$ cat config.mk
export PLATFORM = sky130hd
export DESIGN_NAME = hill_cipher_encryptor_core
export DESIGN_NICKNAME = d
export VERILOG_FILES = /design/src/rtl/hce_pkg.sv /design/src/rtl/hill_cipher_encryptor_core.sv /design/src/rtl/hce_mac.sv
export SDC_FILE = /design/constraint.sdc
export NUM_CORES = 1
export LEC_CHECK = 0
export BUFFER_PORTS_ARGS = -buffer_cell sky130_fd_sc_hd__clkbuf_2
export CELL_PAD_IN_SITES_DETAIL_PLACEMENT = 0
export CELL_PAD_IN_SITES_GLOBAL_PLACEMENT = 2
export CORE_AREA = 4 4 237 239
export DETAILED_ROUTE_END_ITERATION = 7
export DIE_AREA = 0 0 241 243
export PLACE_DENSITY = 0.95
export SLEW_MARGIN = 10
export SYNTH_ARGS = -nofsm -noshare
export SYNTH_HDL_FRONTEND = slang
export SYNTH_HIERARCHICAL = 1
export SYNTH_SLANG_ARGS = --single-unit
$ cat constraint.sdc
create_clock -name aclk -period 8.5 [get_ports aclk]
set_input_delay 1.275 -clock aclk [delete_from_list [all_inputs] [get_ports aclk]]
set_output_delay 1.275 -clock aclk [all_outputs]
set_load 0.1 [all_outputs]
$ cat src/rtl/hce_pkg.sv
// Shared constants and types for the Hill cipher encryptor core.
package hce_pkg;

    // Default largest block length (key matrix dimension).
    localparam int MAX_ORDER_DEF = 8;

    // Configuration port geometry.
    localparam int CFG_DATA_W  = 60;
    localparam int CFG_INDEX_W = 3;
    localparam int ORDER_W     = 4;
    localparam int PACK5_W     = 20;

    // Register indexes on the configuration port.
    localparam logic [CFG_INDEX_W-1:0] REG_ORDER = 3'd0;
    localparam logic [CFG_INDEX_W-1:0] REG_KEY0  = 3'd1;
    localparam logic [CFG_INDEX_W-1:0] REG_KEY1  = 3'd2;
    localparam logic [CFG_INDEX_W-1:0] REG_KEY2  = 3'd3;
    localparam logic [CFG_INDEX_W-1:0] REG_KEY3  = 3'd4;
    localparam logic [CFG_INDEX_W-1:0] REG_KEY4  = 3'd5;
    localparam logic [CFG_INDEX_W-1:0] REG_KEY5  = 3'd6;

    // Key storage: 64 entries of five bits, packed flat.
    localparam int KEY_W      = 5;
    localparam int KEY_FLAT_W = 5 * CFG_DATA_W + PACK5_W;
    localparam int KEY_BIT_W  = 9;

    // Letter arithmetic.
    localparam int             LETTER_W    = 5;
    localparam int             MOD_BASE    = 26;
    localparam logic [4:0]     PAD_VALUE   = 5'd23;
    localparam logic [6:0]     LETTER_BASE = 7'd97;
    localparam logic [7:0]     CASE_BIT    = 8'h20;
    localparam logic [7:0]     LOWER_A     = 8'd97;
    localparam logic [7:0]     LOWER_Z     = 8'd122;

    // Reciprocal of 26 scaled by 2^16, rounded down; one correction step follows.
    localparam int RECIP       = 2520;
    localparam int RECIP_W     = 12;
    localparam int RECIP_SHIFT = 16;

    // Controls from the sequencer to the multiply-accumulate unit.
    typedef struct packed {
        logic acc_en;   // add key * letter into the row sum
        logic first;    // first column of a row: start the sum fresh
        logic div_en;   // capture the quotient estimate of the row sum
    } mac_ctl_t;

endpackage

$ cat src/rtl/hill_cipher_encryptor_core.sv
// Hill cipher (mod 26) encryptor core: letter filter, block buffer and sequencer.
//
// Bytes arrive one word at a time on the s_ side; anything that is not an ASCII letter is
// dropped, letters are folded to lower case and collected into a block of n letters, where n
// is the order register (0 counts as 1, values above MAX_ORDER count as MAX_ORDER). A byte
// that does not complete a block is accepted at once. A byte that completes a block, or
// carries tlast with letters pending, starts encryption and holds s_tready low until the
// last cipher letter is loaded into the output register; each of the n cipher letters is
// summed over n key columns on the single shared multiply-accumulate unit, reduced mod 26;
// an m_ side stall holds the sequencer. The result sits in an output register, so the next
// byte is accepted while the final letter still waits to be taken. On tlast a partial block
// is padded with 'x'; m_tlast marks the message's final letter, and a tlast with nothing
// pending gives no output. Configuration must be written only while idle; not enforced.
module hill_cipher_encryptor_core import hce_pkg::*; #(
    parameter int MAX_ORDER = MAX_ORDER_DEF
) (
    input  logic                   aclk,
    input  logic                   aresetn,
    // Configuration write port.
    input  logic                   cfg_we,
    input  logic [CFG_INDEX_W-1:0] cfg_index,
    input  logic [CFG_DATA_W-1:0]  cfg_wdata,
    // Input stream.
    input  logic                   s_tvalid,
    output logic                   s_tready,
    input  logic [7:0]             s_tdata,   // [7:0] text_byte
    input  logic                   s_tlast,   // end_of_message
    // Output stream.
    output logic                   m_tvalid,
    input  logic                   m_tready,
    output logic [7:0]             m_tdata,   // [6:0] cipher_char, [7] zero fill
    output logic                   m_tlast    // last_char
);

    localparam int IDX_W  = (MAX_ORDER > 1) ? $clog2(MAX_ORDER) : 1;
    localparam int FILL_W = $clog2(MAX_ORDER + 1);
    localparam int KI_W   = (MAX_ORDER > 1) ? $clog2(MAX_ORDER * MAX_ORDER) : 1;
    localparam int ACC_W  = $clog2(MAX_ORDER * 31 * 25 + 1);

    localparam logic [1:0] ST_IDLE = 2'd0;
    localparam logic [1:0] ST_MAC  = 2'd1;
    localparam logic [1:0] ST_DIV  = 2'd2;
    localparam logic [1:0] ST_OUT  = 2'd3;

    // Configuration registers.
    logic [ORDER_W-1:0]    order_reg;
    logic [CFG_DATA_W-1:0] key0_reg, key1_reg, key2_reg, key3_reg, key4_reg;
    logic [PACK5_W-1:0]    key5_reg;

    // Sequencer and block state.
    logic [1:0]          state_reg;
    logic [FILL_W-1:0]   fill_reg;
    logic [IDX_W-1:0]    om1_reg;
    logic [IDX_W-1:0]    row_reg;
    logic [IDX_W-1:0]    col_reg;
    logic [KI_W-1:0]     key_idx_reg;
    logic                pad_reg;
    logic                last_reg;
    logic [LETTER_W-1:0] letter_buf [MAX_ORDER];

    // Output register.
    logic       out_valid_reg;
    logic [6:0] out_char_reg;
    logic       out_last_reg;

    logic                  accept;
    logic [7:0]            folded;
    logic                  is_letter;
    logic                  store;
    logic [FILL_W-1:0]     fill_ins;
    logic [FILL_W-1:0]     ord_eff;
    logic [KEY_FLAT_W-1:0] key_flat;
    logic [KEY_BIT_W-1:0]  key_bit;
    logic [KEY_W-1:0]      key_entry;
    logic [LETTER_W-1:0]   cur_letter;
    logic [LETTER_W-1:0]   residue;
    logic                  out_free;
    mac_ctl_t              mac_ctl;

    // Configuration writes; unused indexes are ignored.
    always_ff @(posedge aclk) begin
        if (!aresetn) begin
            order_reg <= ORDER_W'(1);
            key0_reg  <= '0;
            key1_reg  <= '0;
            key2_reg  <= '0;
            key3_reg  <= '0;
            key4_reg  <= '0;
            key5_reg  <= '0;
        end else if (cfg_we) begin
            unique case (cfg_index)
                REG_ORDER: order_reg <= cfg_wdata[ORDER_W-1:0];
                REG_KEY0:  key0_reg  <= cfg_wdata;
                REG_KEY1:  key1_reg  <= cfg_wdata;
                REG_KEY2:  key2_reg  <= cfg_wdata;
                REG_KEY3:  key3_reg  <= cfg_wdata;
                REG_KEY4:  key4_reg  <= cfg_wdata;
                REG_KEY5:  key5_reg  <= cfg_wdata[PACK5_W-1:0];
                default:   ;
            endcase
        end
    end

    // Effective order, clamped to 1..MAX_ORDER.
    always_comb begin
        if (order_reg == '0) begin
            ord_eff = FILL_W'(1);
        end else if (32'(order_reg) > MAX_ORDER) begin
            ord_eff = FILL_W'(MAX_ORDER);
        end else begin
            ord_eff = FILL_W'(order_reg);
        end
    end

    // Letter filter and case folding.
    assign accept    = s_tvalid && s_tready;
    assign folded    = s_tdata | CASE_BIT;
    assign is_letter = (folded >= LOWER_A) && (folded <= LOWER_Z);
    assign store     = is_letter && (32'(fill_reg) < MAX_ORDER);
    assign fill_ins  = fill_reg + FILL_W'(store);

    // Key entry for the current row and column.
    assign key_flat  = {key5_reg, key4_reg, key3_reg, key2_reg, key1_reg, key0_reg};
    assign key_bit   = KEY_BIT_W'(key_idx_reg) * KEY_BIT_W'(KEY_W);
    assign key_entry = key_flat[key_bit +: KEY_W];

    // Letter of the current column, or 'x' past the end of a padded block.
    assign cur_letter = (pad_reg && (FILL_W'(col_reg) >= fill_reg)) ? PAD_VALUE
                                                                     : letter_buf[col_reg];

    assign mac_ctl.acc_en = (state_reg == ST_MAC);
    assign mac_ctl.first  = (col_reg == '0);
    assign mac_ctl.div_en = (state_reg == ST_DIV);

    hce_mac #(
        .ACC_W(ACC_W)
    ) u_mac (
        .aclk      (aclk),
        .ctl       (mac_ctl),
        .key_entry (key_entry),
        .letter    (cur_letter),
        .residue   (residue)
    );

    assign out_free = !out_valid_reg || m_tready;

    // Block buffer write; no reset, entries are read only after being written.
    always_ff @(posedge aclk) begin
        if (accept && store) begin
            letter_buf[fill_reg[IDX_W-1:0]] <= LETTER_W'(folded - LOWER_A);
        end
    end

    // Sequencer: collect letters, then walk rows and columns of the key.
    always_ff @(posedge aclk) begin
        if (!aresetn) begin
            state_reg   <= ST_IDLE;
            fill_reg    <= '0;
            om1_reg     <= '0;
            row_reg     <= '0;
            col_reg     <= '0;
            key_idx_reg <= '0;
            pad_reg     <= 1'b0;
            last_reg    <= 1'b0;
        end else begin
            unique case (state_reg)
                ST_IDLE: begin
                    if (accept) begin
                        fill_reg    <= fill_ins;
                        row_reg     <= '0;
                        col_reg     <= '0;
                        key_idx_reg <= '0;
                        om1_reg     <= IDX_W'(ord_eff - FILL_W'(1));
                        if (s_tlast) begin
                            pad_reg  <= 1'b1;
                            last_reg <= 1'b1;
                            if (fill_ins != '0) begin
                                state_reg <= ST_MAC;
                            end
                        end else if (fill_ins >= ord_eff) begin
                            pad_reg   <= 1'b0;
                            last_reg  <= 1'b0;
                            state_reg <= ST_MAC;
                        end
                    end
                end
                ST_MAC: begin
                    key_idx_reg <= key_idx_reg + KI_W'(1);
                    if (col_reg == om1_reg) begin
                        state_reg <= ST_DIV;
                    end else begin
                        col_reg <= col_reg + IDX_W'(1);
                    end
                end
                ST_DIV: begin
                    state_reg <= ST_OUT;
                end
                ST_OUT: begin
                    if (out_free) begin
                        col_reg <= '0;
                        if (row_reg == om1_reg) begin
                            fill_reg  <= '0;
                            state_reg <= ST_IDLE;
                        end else begin
                            row_reg   <= row_reg + IDX_W'(1);
                            state_reg <= ST_MAC;
                        end
                    end
                end
                default: state_reg <= ST_IDLE;
            endcase
        end
    end

    // Output register: loaded with each reduced row sum.
    always_ff @(posedge aclk) begin
        if (!aresetn) begin
            out_valid_reg <= 1'b0;
        end else if ((state_reg == ST_OUT) && out_free) begin
            out_valid_reg <= 1'b1;
        end else if (m_tready) begin
            out_valid_reg <= 1'b0;
        end
    end

    always_ff @(posedge aclk) begin
        if ((state_reg == ST_OUT) && out_free) begin
            out_char_reg <= LETTER_BASE + 7'(residue);
            out_last_reg <= last_reg && (row_reg == om1_reg);
        end
    end

    assign s_tready = (state_reg == ST_IDLE);
    assign m_tvalid = out_valid_reg;
    assign m_tdata  = {1'b0, out_char_reg};
    assign m_tlast  = out_last_reg;

    // The letter count never passes the buffer depth.
    a_fill_bound: assert property (@(posedge aclk) disable iff (!aresetn)
        32'(fill_reg) <= MAX_ORDER)
        else $error("fill count beyond buffer depth");

    // The column walk stays inside the block in use.
    a_col_bound: assert property (@(posedge aclk) disable iff (!aresetn)
        (state_reg == ST_MAC) |-> (col_reg <= om1_reg))
        else $error("column index past block length");

    // Every cipher word is a lower-case letter.
    a_char_range: assert property (@(posedge aclk) disable iff (!aresetn)
        m_tvalid |-> ((m_tdata[6:0] >= LETTER_BASE) && (m_tdata[6:0] <= 7'(LOWER_Z))))
        else $error("cipher word outside a..z");

    // Once the final letter of a block is loaded, the buffer is empty and input reopens.
    a_block_done: assert property (@(posedge aclk) disable iff (!aresetn)
        ((state_reg == ST_OUT) && out_free && (row_reg == om1_reg))
        |=> ((fill_reg == '0) && s_tready))
        else $error("block not released after final letter");

endmodule

$ cat src/rtl/hce_mac.sv
// Shared multiply-accumulate unit with mod-26 reduction of the row sum.
module hce_mac import hce_pkg::*; #(
    parameter int ACC_W = 13
) (
    input  logic                aclk,
    input  mac_ctl_t            ctl,
    input  logic [KEY_W-1:0]    key_entry,
    input  logic [LETTER_W-1:0] letter,
    output logic [LETTER_W-1:0] residue
);

    logic [ACC_W-1:0]         acc_reg;
    logic [ACC_W-1:0]         acc_next;
    logic [ACC_W-1:0]         quot_reg;
    logic [ACC_W-1:0]         quot_next;
    logic [KEY_W+LETTER_W-1:0] prod;
    logic [ACC_W+RECIP_W-1:0] recip_prod;
    logic [ACC_W-1:0]         rem_raw;
    logic [ACC_W-1:0]         rem_fix;

    // One product per cycle while acc_en is set, summed into the running row sum.
    assign prod     = key_entry * letter;
    assign acc_next = (ctl.first ? '0 : acc_reg) + ACC_W'(prod);

    // Quotient estimate by reciprocal multiplication; may fall short by one.
    assign recip_prod = (ACC_W+RECIP_W)'(acc_reg) * (ACC_W+RECIP_W)'(RECIP);
    assign quot_next  = ACC_W'(recip_prod >> RECIP_SHIFT);

    always_ff @(posedge aclk) begin
        if (ctl.acc_en) begin
            acc_reg <= acc_next;
        end
        if (ctl.div_en) begin
            quot_reg <= quot_next;
        end
    end

    // Remainder with a single correction step.
    always_comb begin
        rem_raw = acc_reg - quot_reg * ACC_W'(MOD_BASE);
        if (rem_raw >= ACC_W'(MOD_BASE)) begin
            rem_fix = rem_raw - ACC_W'(MOD_BASE);
        end else begin
            rem_fix = rem_raw;
        end
    end

    assign residue = LETTER_W'(rem_fix);

endmodule
Word-level counts from Yosys, hierarchy flattened

Memories as Yosys holds them, arrays and structs flattened. A register that Yosys moved wholly into a read port is not among the register bits.
Index checks and enable logic that the tools add are counted.
W data, S select, Z words.

Memories: 1
Input port bits: 77
Register bits: 377
Output and inout bits: 11
Bits in latches: 0
Word-level logic and storage cells: 128
Memory bits (read-only): 0
RAM bits: 40

Bitwise logic cells: 0
Shifts and indexed selects: 1
Eq/ne operators: 19
Multiplexer cells: 34
Magnitude comparators: 7
Reductions and logical operators: 33
Divide/modulo/power cells: 0
$mul: 4
$add $sub $neg: 10

Memories:

| memory     | words | bits a word | read ports | clocked after memory_dff | write ports | line                             | source |
|---|---|---|---|---|---|---|---|
| letter_buf | 8     | 5           | 1          | 1                        | 1           | hill_cipher_encryptor_core.sv:59 | `logic [LETTER_W-1:0] letter_buf [MAX_ORDER];` |

Operators with widths:

| operator                | count |
|---|---|
| $shiftx A320 B10 Y5     | 1 |
| $mul A13 B9 Y22 const B | 1 |
| $mux W3                 | 7 |
| $mux W4                 | 5 |
| $reduce_and A2 Y1       | 9 |
| $add A13 B10 Y13        | 1 |
| $ge A13 B5 Y1 const B   | 1 |
| $mux W13                | 1 |
| $sub A13 B13 Y13        | 1 |
| $mul A9 B4 Y12 const B  | 1 |
| $mux W2                 | 6 |
| $pmux W6 S2             | 1 |
| $reduce_and A4 Y1       | 3 |
| $mul A5 B5 Y10          | 1 |
| $mux W5                 | 2 |
| $eq A3 B3 Y1 const B    | 3 |
| $mul A6 B3 Y9 const B   | 1 |
| $pmux W3 S3             | 1 |
| $ge A8 B7 Y1 const B    | 1 |
| $le A8 B7 Y1 const B    | 1 |
| $pmux W2 S4             | 1 |
| $pmux W4 S2             | 1 |
| $reduce_bool A2 Y1      | 4 |
| $add A6 B6 Y7 const A   | 1 |
| 32 further kinds        | 53 |

Depth between registers and ports, before layout

Gate-level depths: netlist of the first run.

Depth after elaboration: 9
Gate-level depth with buffers: 25
Gate-level depth less buffers: 23

By module

The synthesis of the first run kept the hierarchy.

By module, submodules not included:

| module                     | cells an instance | area an instance (sq um) | times used |
|---|---|---|---|
| hill_cipher_encryptor_core | 1,938             | 18,049.8                 | 1 |
| hce_mac                    | 510               | 5,011.1                  | 1 |

Worst setup path after synthesis of the first run

Ideal clock, no wire load.

Path type: flip-flop to flip-flop
Start point: register key_idx_reg[0]
End point: register u_mac.acc_reg[10], data pin
Setup slack: 3.075 ns
Stages on the path, launching flop included: 23
Arrival time: 5.167 ns
Path buffers: 3
Setup time: 0.258 ns
Data required time: 8.242 ns
Cells stage by stage: dfxtp_1 buf_6 buf_12 buf_2 mux4_2 a22o_1 a221oi_1 o221ai_1 and2_1 fa_1 inv_1 fa_1 fa_1 inv_1 ha_1 a21o_1 a21oi_1 o21bai_1 a21o_1 a21oi_1 inv_1 a21oi_1 xnor2_1

Longest elaborated chain between the ends: 4

RTL lines:

| item                   | line                              | source |
|---|---|---|
| from (decl)            | hill_cipher_encryptor_core.sv:56  | `logic [KI_W-1:0] key_idx_reg;` |
| from (signal assigned) | hill_cipher_encryptor_core.sv:188 | `key_idx_reg <= key_idx_reg + KI_W'(1);` |
| $mul A6 B3 Y9          | hill_cipher_encryptor_core.sv:124 | `assign key_bit = KEY_BIT_W'(key_idx_reg) * KEY_BIT_W'(KEY_W);` |
| $shiftx A320 B10 Y5    | hill_cipher_encryptor_core.sv:125 | `assign key_entry = key_flat[key_bit +: KEY_W];` |
| net key_entry[3]       | hill_cipher_encryptor_core.sv:74  | `logic [KEY_W-1:0] key_entry;` |
| $mul A5 B5 Y10         | hce_mac.sv:22                     | `assign prod = key_entry * letter;` |
| $add A13 B10 Y13       | hce_mac.sv:23                     | `assign acc_next = (ctl.first ? '0 : acc_reg) + ACC_W'(prod);` |
| net u_mac.acc_next[10] | hce_mac.sv:13                     | `logic [ACC_W-1:0] acc_next;` |
| to (signal assigned)   | hce_mac.sv:31                     | `acc_reg <= acc_next;` |
| to (decl)              | hce_mac.sv:12                     | `logic [ACC_W-1:0] acc_reg;` |

The timed path passes the listed nets, and every way through them passes these cells.
A chain may end at the register's enable or synchronous reset.

Worst setup path after layout of the first run

Start point: register key_idx_reg[0]
End point: register u_mac.acc_reg[12], data pin

The elaborated chain is that of the path after synthesis.

==> results_dict.tcl, run 1 <==
set metrics [dict create \
    syn-num-nets 2714 \
    dp_cells 3105 \
    avgSynthCellArea_um2 9.42 \
    setup_viol 0 \
    vias 17300 \
    rrSetupSlack_ns 1.95 \
    synth_edf_count 70 \
    maxSlewViolCount 0 \
    cts_htree_levels 2 \
    grt_pass1_vias 17100 \
    hpwl_mm 41.8 \
    powerDensity_nw_per_um2 296 \
    post_cts_buffers 0 \
    grt_use_total_pct 20.7 \
    dp_slack_ns 2.00 \
    clk_pin_slew_ns 0.06 \
    stdcell_count 3187 \
    period_share_pct 77.0 \
    critPathMaxFanout 45 \
    worstMarginPinSlew_ns 1.09 \
    vias_per_cell 5.42 \
    cts_tree "done" \
    cellLeakagePower_nw 9.52 \
    p_total_w 0.00755 \
    synth_top_area_share_pct 30.4 \
    cts_max_path_buffers 3 \
    drtIter0Drc 1054 \
    fmax_mhz 153 \
    required_ns 8.78 \
    die_w_um 241 \
    drc 0 \
    maxSlewHeadroom_pct 27.3 \
    drv_cap 0 \
    rsz0062_at_grt "false" \
    ys_seq_area_share_pct 39.5 \
    arrival_ns 6.82 \
    gp_routability_congestion 0.869 \
    grt_pass1_wl_mm 95.6 \
    synthCells 2448 \
    synthFlopType "dfxtp_1" \
    netlist_area_um2 23100 \
    post_dp_cell_area_um2 24000 \
    yosysTopAreaCell "dfxtp_1" \
    synth_warnings 6 \
    skew_ns 0.0381 \
    insertion_delay_ns 0.60 \
    ant_nets 0 \
    drtPass1Iterations 5 \
    overflow 0 \
    fin_nets 2723 \
    peakVddDrop_mv 0.243 \
    crit_type "reg2reg" \
    die_h_um 243 \
    numCtsBuffers 46 \
    async_flop_share_pct 0 \
    worstSetupStartpointType "flop" \
    wl_mm 61.2 \
    portBuffers 85 \
    antenna_found_initial 2 \
    ys_top_cells_by_area "dfxtp_1 30%, nand2_1 11%, a21boi_0 10%" \
    clockRootBuffer "clkbuf_16" \
    synth_seq_cells 420 \
    min_period_ns 6.55 \
    pin_count 88 \
    multi_input_area_um2 12800 \
    fillers 5061 \
    drive_above_1_share_pct 10.8 \
    fin_area_um2 25500 \
    worstSetupEndpointType "flop" \
    grt_max_degree 130 \
    run_status "finished, final reports clean" \
    regArea_um2 9120 \
    start_util_pct 42.9 \
    finalHoldViolations 0 \
    hp-class "reg2reg" \
    cts.sinks 420 \
    coreArea_um2 53800 \
    setup_slack_ns 1.95 \
    dieArea_um2 58600 \
    cts_resized 0 \
    ys_types 74 \
    rows 85 \
    ctsHoldBuffers 0 \
    fin_tns_setup_ns 0 \
    syn_to_final_growth_pct 10.6 \
    wl_per_cell_um 19.2 \
]
cell families after synthesis:
logic type | share of synthesized area, %
buffers and inverters | 5.01
flip-flops | 39.5
adder cells (fa/ha/maj) | 12.4
AO/OA/AOI/OAI | 15.7
XOR/XNOR | 1.94
multiplexers | 9.80
AND/OR/NAND/NOR | 15.6
other | 0.0163
report_power, final:
part           switching [W]  leakage [nW]  internal [W]
Clock               0.000830         0.742       0.00121
Sequential          0.000109          3.47       0.00218
Combinational        0.00183          5.31       0.00139
metal layers:
layer | wire length (um) | track usage, % | vias to the layer above
met5 | 0 | 0 | -
met4 | 2180 | 7.97 | 0
met3 | 2730 | 2.35 | 124
met2 | 29900 | 35.4 | 430
met1 | 26300 | 26.9 | 8406
li1 | - | - | 8309
worst paths after layout:
kind | from | endpoint | depth (start not counted)
worst max-delay path | key_idx_reg[0]$_SDFFE_PN0P_ | u_mac/acc_reg[12]$_DFFE_PP_ | 18
worst min-delay path | key3_reg[18]$_SDFFE_PN0P_ | key3_reg[18]$_SDFFE_PN0P_ | 2
worst max register to register | key_idx_reg[0]$_SDFFE_PN0P_ | u_mac/acc_reg[12]$_DFFE_PP_ | 18
worst min register to register | key3_reg[18]$_SDFFE_PN0P_ | key3_reg[18]$_SDFFE_PN0P_ | 2
cells in the mapped netlist (7+ instances only):
| cell type | instances |
|---|---|
| a21boi_0 | 321 |
| a21o_1 | 16 |
| a21oi_1 | 33 |
| a22oi_1 | 13 |
| and2_1 | 15 |
| buf_2 | 14 |
| clkbuf_1 | 119 |
| dfxtp_1 | 350 |
| edfxtp_1 | 70 |
| fa_1 | 64 |
| ha_1 | 125 |
| inv_1 | 144 |
| mux2i_1 | 50 |
| mux4_1 | 10 |
| mux4_2 | 65 |
| nand2_1 | 700 |
| nand2b_1 | 18 |
| nand3_1 | 21 |
| nor2_1 | 48 |
| nor2b_1 | 32 |
| nor3_1 | 14 |
| o21ai_0 | 23 |
| o22ai_1 | 14 |
| or3_1 | 7 |
| xnor2_1 | 30 |
| xor2_1 | 21 |
cells in the final DEF (no fill, tap or decap), types with 19 or more instances in the layout:
master / n
a21boi_0: 321
a21oi_1: 33
buf_4: 22
clkbuf_16: 48
clkbuf_2: 84
dfxtp_1: 348
edfxtp_1: 70
fa_1: 64
ha_1: 125
inv_1: 144
mux2i_1: 50
mux4_2: 65
nand2_1: 698
nand3_1: 19
nor2_1: 45
nor2b_1: 32
o21ai_0: 23
xnor2_1: 30
xor2_1: 21
metrics by stage:
step	hold slack [ns]	utilization, %
floorplan	0.433	-
CTS	0.465	47.4
global route	0.478	47.4
global placement	0.448	44.5
finish	0.461	47.4
detailed placement	0.457	44.5
critical path: stages, from the launching register on:
cell,delay (ns)
dfxtp_4,0.95
nand2_1,0.62
o22ai_1,0.43
a2111oi_0,0.11
nor3_1,0.77
nand2_1,0.18
fa_1,0.54
fa_1,0.52
fa_1,0.54
inv_1,0.04
ha_1,0.32
a21o_1,0.16
a21oi_1,0.23
o21bai_1,0.10
a21o_1,0.20
a21oi_1,0.20
o22ai_1,0.11
xnor2_1,0.14
nor2_1,0.05
area by class of cell:
class                           instances  area share [%]
Multi-Input combinational cell       1738            50.3
Sequential cell                       420            35.7
Clock buffer                           66            5.18
Tap cell                              696            3.41
Timing Repair Buffer                  107            2.35
Inverter                              144            2.12
Clock inverter                         14           0.848
Antenna cell                            2          0.0196
No activity file was read; power rests on OpenSTA's default activity.
==> run 2: changes to the inputs <==
--- a/config.mk
+++ b/config.mk
@@ -8,10 +8,10 @@
 export BUFFER_PORTS_ARGS = -buffer_cell sky130_fd_sc_hd__clkbuf_2
 export CELL_PAD_IN_SITES_DETAIL_PLACEMENT = 0
 export CELL_PAD_IN_SITES_GLOBAL_PLACEMENT = 2
-export CORE_AREA = 4 4 237 239
+export CORE_AREA = 4 4 246 248
 export DETAILED_ROUTE_END_ITERATION = 7
-export DIE_AREA = 0 0 241 243
-export PLACE_DENSITY = 0.95
+export DIE_AREA = 0 0 250 252
+export PLACE_DENSITY = 0.91
 export SLEW_MARGIN = 10
 export SYNTH_ARGS = -nofsm -noshare
 export SYNTH_HDL_FRONTEND = slang
==> constraint.sdc (replaced) <==
create_clock -name aclk -period 6.6 [get_ports aclk]
set_input_delay 0.99 -clock aclk [delete_from_list [all_inputs] [get_ports aclk]]
set_output_delay 0.99 -clock aclk [all_outputs]
set_load 0.1 [all_outputs]
==> results_dict.tcl, run 2 (same netlist as run 1, synthesis figures left out) <==
set metrics [dict create \
    hpwl_mm 44.1 \
    fin_nets 2734 \
    grt_pass1_vias 17500 \
    syn_to_final_growth_pct 11.4 \
    pin_count 88 \
    critPathMaxFanout 22 \
    stdcell_count 3279 \
    drive_above_1_share_pct 11.1 \
    post_dp_cell_area_um2 24200 \
    maxSlewViolCount 0 \
    grt_use_total_pct 20.1 \
    vias 17400 \
    setup_slack_ns 0.445 \
    arrival_ns 6.49 \
    insertion_delay_ns 0.59 \
    run_status "finished, final reports clean" \
    fin_area_um2 25700 \
    fmax_mhz 162 \
    wl_per_cell_um 19.5 \
    cts_resized 0 \
    drtIter0Drc 1175 \
    finalHoldViolations 0 \
    post_cts_buffers 0 \
    cellLeakagePower_nw 9.57 \
    hp-class "reg2reg" \
    rsz0062_at_grt "false" \
    peakVddDrop_mv 0.305 \
    dp_slack_ns 0.392 \
    drtPass1Iterations 5 \
    vias_per_cell 5.31 \
    die_w_um 250 \
    coreArea_um2 58500 \
    crit_type "reg2reg" \
    cts_htree_levels 2 \
    gp_routability_congestion 0.840 \
    dp_cells 3191 \
    dieArea_um2 63000 \
    powerDensity_nw_per_um2 379 \
    final_common_cell "nand2_1" \
    cts_max_path_buffers 3 \
    overflow 0 \
    worstMarginPinSlew_ns 0.916 \
    worstSetupEndpointType "flop" \
    worstSetupStartpointType "flop" \
    drc 0 \
    min_period_ns 6.16 \
    grt_pass1_wl_mm 101 \
    clockRootBuffer "clkbuf_16" \
    maxSlewHeadroom_pct 38.9 \
    setup_viol 0 \
    rows 89 \
    ant_nets 0 \
    period_share_pct 93.3 \
    cts_tree "done" \
    drv_cap 0 \
    fin_tns_setup_ns 0 \
    layout_common_cells "698 x nand2_1, 348 x dfxtp_1, 321 x a21boi_0, 144 x inv_1, 125 x ha_1" \
    cts.sinks 420 \
    clk_pin_slew_ns 0.06 \
    antenna_found_initial 0 \
    grt_max_degree 144 \
    start_util_pct 39.4 \
    portBuffers 85 \
    skew_ns 0.0184 \
    antenna_cells 0 \
    required_ns 6.93 \
    wl_mm 64.0 \
    numCtsBuffers 47 \
    ctsHoldBuffers 0 \
    die_h_um 252 \
]
==> run 2: changes by cell type in the layout (fill, tap and decap cells not counted), moves of 2 or more <==
cell,change
clkinvlp_4,-3
buf_4,+6
diode_2,-2
buf_12,+3
inv_6,+3
clkbuf_1,+8
bufinv_16,-3
==> run 2: cell type report <==
cell class	instances	area (um^2)
inverter	144	541
fill	5616	32800
tap	773	967
timing repair buffer	117	729
clock inverter	13	141
sequential	420	9120
clock buffer	74	1360
multi-input combinational	1738	12800
==> run 2: power breakdown <==
group          internal (W)  switching [W]
sequential          0.00281       0.000126
clock               0.00147        0.00110
combinational       0.00182        0.00241
==> run 2: metrics by stage <==
step,hold WS [ns],utilization (%),power [W]
2_1_floorplan,0.433,-,0.00624
3_3_place_gp,0.448,41.3,0.00707
3_5_place_dp,0.456,41.3,0.00720
4_1_cts,0.464,43.9,0.00984
5_1_grt,0.483,44.0,0.0105
6_report,0.462,44.0,0.00974
==> run 2: critical path: stages (launching register included) <==
cell       delay (ns)
dfxtp_1          0.66
buf_4            0.45
mux4_2           0.27
mux2i_1          0.08
nor2_1           0.18
a2111oi_0        0.08
nor3_1           0.66
nand2_1          0.21
fa_1             0.56
fa_1             0.53
fa_1             0.55
inv_1            0.05
ha_1             0.33
a21o_1           0.18
a21oi_1          0.22
o21bai_1         0.09
a21o_1           0.20
a21oi_1          0.22
inv_1            0.07
a21oi_1          0.20
xnor2_1          0.09
==> run 2: worst paths after layout <==
path,slack (ns),from,depth (start not counted),endpoint
worst max-delay path,0.44,key_idx_reg[2]$_SDFFE_PN0P_,20,u_mac/acc_reg[10]$_DFFE_PP_
worst min-delay path,0.46,key4_reg[12]$_SDFFE_PN0P_,2,key4_reg[12]$_SDFFE_PN0P_
worst max register to register,0.44,key_idx_reg[2]$_SDFFE_PN0P_,20,u_mac/acc_reg[10]$_DFFE_PP_
worst min register to register,0.46,key4_reg[12]$_SDFFE_PN0P_,2,key4_reg[12]$_SDFFE_PN0P_
==> run 2: layer usage <==
metal	GRT usage, %	share of wire [%]	vias to the layer above
met5	0	0	-
met4	5.96	2.8	0
met3	2.62	4.6	96
met2	35.6	50	425
met1	25.9	43	8549
li1	-	-	8342
